<file path="config.mk">
export PLATFORM = sky130hd
export DESIGN_NAME = spl_cell
export DESIGN_NICKNAME = d
export VERILOG_FILES = /design/src/spl_pkg.sv /design/src/spl_cell.sv
export SDC_FILE = /design/constraint.sdc
export NUM_CORES = 1
export LEC_CHECK = 0
export BUFFER_PORTS_ARGS = -buffer_cell sky130_fd_sc_hd__buf_2
export CAP_MARGIN = 20
export CORE_MARGIN = 2
export CORE_UTILIZATION = 46
export CTS_CLUSTER_DIAMETER = 50
export CTS_CLUSTER_SIZE = 12
export DETAILED_ROUTE_END_ITERATION = 7
export PLACE_DENSITY = 0.85
export SYNTH_ARGS = -nofsm -noshare
export SYNTH_HDL_FRONTEND = slang
export SYNTH_SLANG_ARGS = --single-unit
</file>
<file path="constraint.sdc">
create_clock -name clk -period 2.9 [get_ports clk]
set_input_delay 0 -clock clk [delete_from_list [all_inputs] [get_ports clk]]
set_output_delay 0 -clock clk [all_outputs]
set_load 0.1 [all_outputs]
</file>
<file path="src/spl_pkg.sv">
// Shared types and codes for the sorted posting list core.
`default_nettype none

package spl_pkg;

  // Default number of cells in the chain
  localparam int unsigned DEFAULT_LIST_DEPTH = 256;

  localparam int unsigned ID_W     = 64;
  localparam int unsigned STATUS_W = 3;
  localparam int unsigned ECOUNT_W = 9;

  // Request opcodes
  localparam logic OP_INSERT = 1'b0;
  localparam logic OP_ERASE  = 1'b1;

  // Result status codes
  typedef enum logic [STATUS_W-1:0] {
    ST_INSERTED = 3'd0,
    ST_PRESENT  = 3'd1,
    ST_REMOVED  = 3'd2,
    ST_NOTFOUND = 3'd3,
    ST_FULL     = 3'd4
  } status_t;

  // Control broadcast from the sequencer to every cell
  typedef struct packed {
    logic cmp;   // latch compare flags against the key
    logic ins;   // open a slot at the insertion point
    logic del;   // close the slot of the matched entry
  } cell_ctrl_t;

endpackage

`default_nettype wire

</file>
<file path="src/spl_cell.sv">
// One cell of the sorted list: holds one entry, compares it with the key, shifts.
`default_nettype none

module spl_cell
  import spl_pkg::*;
#(
  parameter int unsigned IDX = 0,
  parameter int unsigned CW  = 9
) (
  input  wire                   clk,
  input  wire cell_ctrl_t       ctrl,
  input  wire logic signed [ID_W-1:0] key,
  input  wire logic [CW-1:0]    count,
  input  wire logic signed [ID_W-1:0] left_entry,
  input  wire logic             left_ge,
  input  wire logic signed [ID_W-1:0] right_entry,
  output logic signed [ID_W-1:0] entry,
  output logic                  ge,
  output logic                  eq
);

  logic [CW-1:0] idx_c;
  logic          held;

  assign idx_c = CW'(IDX);
  // Cell holds a live entry when its position is below the fill count
  assign held  = count > idx_c;

  // Compare flags: ge marks cells at or past the key's sorted position
  always_ff @(posedge clk) begin
    if (ctrl.cmp) begin
      ge <= !(held && (entry < key));
      eq <= held && (entry == key);
    end
  end

  // Shift right to open a slot, or left to close one
  always_ff @(posedge clk) begin
    if (ctrl.ins && ge) begin
      entry <= left_ge ? left_entry : key;
    end else if (ctrl.del && ge) begin
      entry <= right_entry;
    end
  end

endmodule

`default_nettype wire

</file>
# After elaboration in Yosys (flattened, before gate mapping)
# Cells that the tools add are included.
[op_classes]
order_cmp = 2
eq_ne = 1
muxes = 3
n_reduce_logical = 6
[op_table]
columns = ["op", "n"]
rows = [
  ["$mux 64", 3],
  ["$eq 64x64->1", 1],
  ["$lt 64x64->1", 1],
  ["$gt 9x1->1 const B", 1],
  ["$logic_and 1x1->1", 4],
  ["$reduce_bool 2->1", 1],
  ["$logic_not 1->1", 1],
]
[totals]
regBits = 66
in_bits = 206
out_inout_bits = 66
word_cells = 15

# Longest topological paths before layout
# Gate-level depths: netlist of the first run.
[depth]
ltp_word = 3
ltp_mapped = 9
ltp_nobuf = 9

# Worst setup path after synthesis of the first run
# OpenSTA, ideal clock, no wires.
[synth_path]
kind = "flip-flop to flip-flop"
startpoint = "register entry[42]"
endpoint = "register ge, data pin"
t_arrival_ns = 2.876
t_required_ns = 2.638
setup_slack_ns = -0.238
stages_incl_launch_ff = 9
path_buffers = 0
synth_period_minus_slack_ns = 3.138
path_cell_list = "edfxtp_1 > ha_1 > nand4_2 > or4_4 > nor4_4 > nand2_2 > a31o_1 > nand4_1 > mux2_1"
[synth_via]
elab_chain_cells = 3
[synth_lines]
columns = ["element", "line", "text"]
rows = [
  ["from (decl)", "spl_cell.sv:17", "output logic signed [ID_W-1:0] entry,"],
  ["from (signal assigned)", "spl_cell.sv:40", "entry <= left_ge ? left_entry : key;"],
  ["from (signal assigned)", "spl_cell.sv:42", "entry <= right_entry;"],
  ["$lt 64x64->1", "spl_cell.sv:32", "ge <= !(held && (entry < key));"],
  ["$logic_and 1x1->1", "spl_cell.sv:32", ""],
  ["$logic_not 1->1", "spl_cell.sv:32", ""],
  ["to (signal assigned)", "spl_cell.sv:32", ""],
  ["to (decl)", "spl_cell.sv:18", "output logic ge,"],
]
# No other way between the ends.
# A chain may end at the register's enable or synchronous reset.

# Final worst setup path of the first run
[layout_path]
startpoint = "register entry[55]"
endpoint = "register ge, data pin"
# Same word-level chain as after synthesis.

==> results of run 1 <==
[flip-flops by register name, summed over array words and instances, names as in the netlist]
register	flops
entry	64
ge	1
eq	1
[kinds of logic after synthesis]
family	share of synthesized area, %
AO/OA/AOI/OAI	12.81
AND/OR/NAND/NOR	11.68
buffers and inverters	6.556
flip-flops	39.79
multiplexers	13.09
adder cells (fa/ha/maj)	16.08
[synthesized netlist by cell type]
cell type,count,share of area [%]
inv_1,66,5.0
nand3_1,7,0.70
nor3_1,4,0.40
or4_4,1,0.23
a2111oi_0,1,0.18
o21ai_0,5,0.50
a21oi_1,86,8.6
and2_1,1,0.13
edfxtp_1,66,40
nor2_1,67,5.0
nand2_2,1,0.13
a221oi_1,2,0.35
nor4_1,3,0.38
a21o_1,12,1.8
o31ai_1,1,0.15
nand4_1,11,1.4
nor4_4,1,0.43
nand2_1,10,0.75
buf_1,5,0.38
o211ai_1,1,0.15
o21a_1,1,0.15
ha_1,64,16
o21bai_1,1,0.15
mux2_1,1,0.23
a211oi_1,3,0.45
or3_1,1,0.13
nand4_4,3,1.3
nand2b_1,1,0.13
mux2i_1,64,13
nand4_2,1,0.25
and2b_2,1,0.18
o21ai_1,1,0.10
clkbuf_1,16,1.2
or4_1,1,0.15
a31o_1,1,0.18
[metrics by stage]
| step | hold WS [ns] | setup slack, ns |
|---|---|---|
| after detailed placement | 0.2342 | 0.1800 |
| after global placement | 0.2319 | 0.2898 |
| after floorplan | 0.1125 | -0.1837 |
| after global routing | 0.01704 | 0.03342 |
| after CTS | 0.00001524 | 0.1613 |
| final | 0.007452 | 0.2095 |
[final cells by class]
class	count	area share (%)
tap	136	2.419
timing repair buffer	305	24.55
clock inverter	4	0.6226
sequential	66	28.18
multi-input combinational	358	38.81
inverter	66	3.522
clock buffer	11	1.868
antenna	1	0.03557
[repair_timing]
action	CTS	global route
hold endpoints to repair	31	0
hold buffers	30	0
buffers inserted	0	0
[critical path: stages (launching register included)]
cell      delay (ns)
edfxtp_1        0.45
ha_4            0.31
nand4_4         0.11
or4_4           0.56
nor4_4          0.31
nand2_2         0.08
a31o_1          0.19
nand4_1         0.10
mux2_1          0.32
[power by group through the flow]
| stage | Clock, mW | Combinational, mW | Sequential (mW) |
|---|---|---|---|
| global placement | 0 | 1.71 | 1.29 |
| detailed placement | 0 | 1.73 | 1.30 |
| floorplan | 0 | 0.513 | 2.11 |
| finish | 0.735 | 1.77 | 1.28 |
| global route | 0.795 | 1.89 | 1.30 |
| CTS | 0.749 | 1.77 | 1.28 |
[worst paths after layout]
path	from	to	slack [ns]	depth (start not counted)
max	entry[55]	ge	0.21	8
min	right_entry[0]	entry[0]	0.007	3
max reg2reg	entry[55]	ge	0.21	8
min reg2reg	entry[2]	eq	0.86	3
[routing by layer]
metal  vias up  GRT usage, %  share of wire (%)
met5         -             0                  0
met4         0         8.791                2.3
met3        29         4.943                7.0
met2       219         47.04                 52
met1      2209         27.13                 39
li1       2435             -                  -
==> flow_metrics.py, run 1 <==
metrics = {
    "sta": {
        "slew_viol_final": 0,
        "tns_ns": 0,
        "worst_pin_slew_ns": 0.7324,
        "setup_viol_count_final": 0,
        "rsz0062_at_grt": "no",
        "min_period_ns": 2.691,
        "period_share_pct": 92.78,
        "slew_headroom_pct": 51.17,
        "clock_skew_ns": 0.01223,
        "max_freq_ghz": 0.3717,
        "finalHoldViolCount": 0,
    },
    "power": {
        "p_total_mw": 3.784,
        "clockPowerShare_pct": 19.4,
        "seqPwrFrac_pct": 33.9,
        "power.share.switching_pct": 45.23,
        "leakage_nw": 3.633,
        "internal_power_mw": 2.072,
        "power_density_nw_per_um2": 537.9,
        "ir_worst_vdd_mv": 0.2936,
        "power_frac_comb_pct": 46.7,
        "p_sw_mw": 1.711,
    },
    "cts": {
        "cts_buffers": 9,
        "htreeDepth": 3,
        "cts_tree": "done",
        "cts_resized": 0,
        "cts_buffer_depth": 2,
        "clk_latency_ns": 0.33,
        "clock_sinks": 66,
        "root_buffer": "clkbuf_8",
        "clkTransAtPathRegs_ns": 0.08,
    },
    "grt": {
        "antenna_found_initial": 1,
        "grt_first_pass_wirelength_um": 22690,
        "track_usage_pct": 24.75,
        "grt-ovfl-total": 0,
        "grt_max_degree": 65,
        "grt_pass1_vias": 4972,
    },
    "yosys": {
        "syn-num-nets": 781,
        "synth_cell_types": 35,
        "syn_inst": 511,
        "ys_seq_area_share_pct": 39.79,
        "synth_seq_cells": 66,
        "syn-mean-instance-area_um2": 9.748,
        "syn_area_um2": 4981,
        "yosysWarnings": 0,
    },
    "worst_setup_path": {
        "crit_required_ns": 2.97,
        "cp.arrival_ns": 2.76,
        "worst_setup_path_start_kind": "flip-flop",
        "endpoint_kind": "flip-flop",
        "worstSetupPathType": "flip-flop to flip-flop",
        "cp_max_fo": 3,
    },
    "placed_design": {
        "place_congestion": 0.8080,
        "dpl_cell_area_um2": 6556,
        "dp_cells": 901,
        "hpwl_um": 11280,
        "io_buffers": 271,
    },
    "drt": {
        "drc_errors": 0,
        "via_per_inst": 5.166,
        "drt_first_pass_iters": 5,
        "wl_um": 14470,
        "wl_per_cell_um": 15.28,
        "drtAntennaViolNets": 0,
        "vias": 4892,
        "drtIter0Drc": 253,
    },
    "final_layout": {
        "final_common_cell": "buf_2",
        "fill_cells": 819,
        "final_core_util_pct": 67.53,
        "drive_gt1_share_pct": 37.28,
        "final_area_um2": 7034,
        "register_area_um2": 1982,
        "areaGrowthSynthToFinish_pct": 41.22,
        "multiInputGateArea_um2": 2730,
        "layout.nets": 1076,
        "layout_common_cells": "buf_2 (270), a21oi_1 (86), nor2_1 (67)",
        "stdcell_count": 947,
    },
    "die": {
        "start_util_pct": 47.82,
        "coreArea_um2": 10420,
        "die_x_um": 108.1,
        "die_area_um2": 11680,
        "rows": 37,
        "ios": 272,
        "die_y_um": 108.1,
    },
    "status": {
        "outcome": "finished, final reports clean",
    },
    "job": {
        "drv_cap": 0,
    },
    "worst_hold_path": {
        "holdCritPathClass": "primary input to flip-flop",
    },
}
Power figures use the tool's default switching activity.
==> run 2, diff against run 1 <==
- ABC_AREA: unset -> 1
- CORE_UTILIZATION: 46 -> 50
- PLACE_DENSITY: 0.85 -> 0.91
- clock period: 2.9 -> 3.5 ns (I/O delays scaled with it)
==> flow_metrics.py, run 2 <==
metrics = {
    "status": {
        "outcome": "finished, final reports clean",
    },
    "sta": {
        "finalHoldViolCount": 0,
        "clock_skew_ns": 0.009755,
        "period_share_pct": 76.94,
        "worst_pin_slew_ns": 0.8211,
        "max_freq_ghz": 0.3713,
        "min_period_ns": 2.693,
        "slew_viol_final": 0,
        "tns_ns": 0,
        "holdWs_ns": 0.003607,
        "rsz0062_at_grt": "no",
        "slew_headroom_pct": 45.18,
        "fin_ws_ns": 0.8070,
        "setup_viol_count_final": 0,
    },
    "power": {
        "p_total_mw": 3.501,
        "power.share.switching_pct": 50.25,
        "clockPowerShare_pct": 15.9,
        "ir_worst_vdd_mv": 0.3027,
        "power_density_nw_per_um2": 478.1,
        "seqPwrFrac_pct": 32.2,
        "p_sw_mw": 1.759,
        "leakage_nw": 3.869,
        "internal_power_mw": 1.742,
        "power_frac_comb_pct": 52.0,
    },
    "final_layout": {
        "top_regs": "entry x64, eq x1, ge x1",
        "largest_register": "entry",
        "layout_common_cells": "buf_2 (271), nand2_1 (151), a21oi_1 (151)",
        "drive_gt1_share_pct": 30.32,
        "largest_reg_flops": 64,
        "final_common_cell": "buf_2",
        "layout.nets": 1261,
        "areaGrowthSynthToFinish_pct": 44.35,
        "fill_cells": 705,
        "stdcell_count": 1130,
        "final_core_util_pct": 74.57,
        "final_area_um2": 7322,
    },
    "placed_design": {
        "hpwl_um": 11790,
        "dp_cells": 1052,
        "dpl_cell_area_um2": 6545,
        "io_buffers": 271,
        "place_congestion": 0.8441,
        "dp_slack_ns": 1.240,
    },
    "worst_setup_path": {
        "path_cells": "nand2_2 > inv_2 > buf_4 > nor2_1 > a21oi_1 > dlygate4sd3_1",
        "path_depth": 6,
        "crit_required_ns": 3.72,
        "r2r-end": "entry[47]",
        "startpoint": "ge",
        "crit_buf_inv": 3,
        "r2r_setup_slack_ns": 0.81,
        "slowest_delay_ns": 0.71,
        "cp-endpoint": "entry[47]",
        "worstSetupPathType": "flip-flop to flip-flop",
        "reg2reg_from": "ge",
        "endpoint_kind": "flip-flop",
        "cp_max_fo": 44,
        "worstRegToRegCells": 6,
        "worst_setup_path_start_kind": "flip-flop",
        "path_delay_family": "buffers and inverters",
        "cp.arrival_ns": 2.92,
        "critPathSlowestCell": "inv_2",
    },
    "die": {
        "start_util_pct": 51.66,
        "ios": 272,
        "die_area_um2": 10970,
        "coreArea_um2": 9819,
        "die_x_um": 104.7,
        "die_y_um": 104.7,
        "rows": 36,
    },
    "drt": {
        "wl_per_cell_um": 15.55,
        "drtIter0Drc": 336,
        "wl_um": 17570,
        "drc_errors": 0,
        "drtAntennaViolNets": 0,
        "vias": 5935,
        "via_per_inst": 5.252,
        "drt_first_pass_iters": 5,
    },
    "yosys": {
        "synth_edf_count": 66,
        "syn_inst": 668,
        "yosys.area.top_type": "edfxtp_1",
        "ys_seq_area_share_pct": 39.07,
        "yosys-top-cells-count": "nand2_1 (153), a21oi_1 (151), inv_1 (92), nor2_1 (87), edfxtp_1 (66)",
        "synth_seq_cells": 66,
        "syn-mean-instance-area_um2": 7.593,
        "synth.most_common_cell": "nand2_1",
        "netlist.area_leader.share_pct": 39.07,
        "synth.area.top_cells": "edfxtp_1 (39%), ha_1 (16%), a21oi_1 (15%)",
        "ys_async_sr_fraction_pct": 0,
        "synthFlopType": "edfxtp_1",
        "yosysWarnings": 0,
        "syn_area_um2": 5072,
        "synth_cell_types": 24,
        "syn-num-nets": 938,
    },
    "job": {
        "drv_cap": 0,
    },
    "cts": {
        "hold_buffers": 60,
        "postCtsSetupBuffers": 0,
        "cts_buffers": 9,
        "htreeDepth": 3,
        "clkTransAtPathRegs_ns": 0.08,
        "cts_buffer_depth": 2,
        "cts_resized": 0,
        "clock_sinks": 66,
        "root_buffer": "clkbuf_8",
        "cts_tree": "done",
        "clk_latency_ns": 0.35,
    },
    "grt": {
        "grt_pass1_vias": 5949,
        "track_usage_pct": 31.61,
        "grt_first_pass_wirelength_um": 27390,
        "grt-ovfl-total": 0,
        "grt_max_degree": 65,
        "antenna_found_initial": 1,
    },
    "worst_hold_path": {
        "holdCritPathClass": "primary input to flip-flop",
    },
}
-- run 2: worst min-delay path by stage --
stage	startpoint	end	slack, ns	depth (start not counted)
final	right_entry[14]	entry[14]	0.004	3
after global routing	right_entry[14]	entry[14]	-0.005	3
after CTS	left_entry[8]	entry[8]	0.001	3
after detailed placement	ctrl[2]	eq	0.23	1
after global placement	ctrl[2]	eq	0.22	1
after floorplan	ctrl[2]	eq	0.11	0
-- run 2: kinds of logic after synthesis --
family	share of synthesized area, %
buffers and inverters	8.930
AOI/OAI and AO/OA	16.18
DFF	39.07
adders and majority gates	15.79
and+or+nand+nor	20.03
-- run 2: power groups by stage --
stage                     Sequential [mW]  Combinational [mW]  Clock (mW)
after CTS                            1.12                1.79       0.558
after global placement               1.13                1.69           0
after floorplan                      1.98               0.488           0
final                                1.13                1.82       0.555
after global routing                 1.14                1.94       0.589
after detailed placement             1.14                1.72           0
-- run 2: area by class of cell --
cell class | count | area, um2 | share of cell area [%]
diodes | 1 | 2.502 | 0.03418
clock inverters | 4 | 18.77 | 0.2563
inverters | 94 | 352.8 | 4.819
multi-input cells | 482 | 2643 | 36.09
well taps | 133 | 166.4 | 2.273
flip-flops and latches | 66 | 1982 | 27.07
clock buffers | 12 | 135.1 | 1.846
repair buffers | 338 | 2022 | 27.61
-- run 2: metal layers --
layer	track usage, %	wire length (um)	vias to the layer above
met2	58.91	9180	380
met1	33.24	6246	2652
li1	-	-	2853
met3	7.112	1546	50
met4	15.43	597	0
met5	0	0	-
-- run 2: worst reg2reg max path: cells and delay by family (launching register included) --
kind                   cells  cell delay, ns
buffers and inverters      3            1.68
AND/OR/NAND/NOR            2            0.37
flip-flops                 1            0.39
AO/OA/AOI/OAI              1            0.13
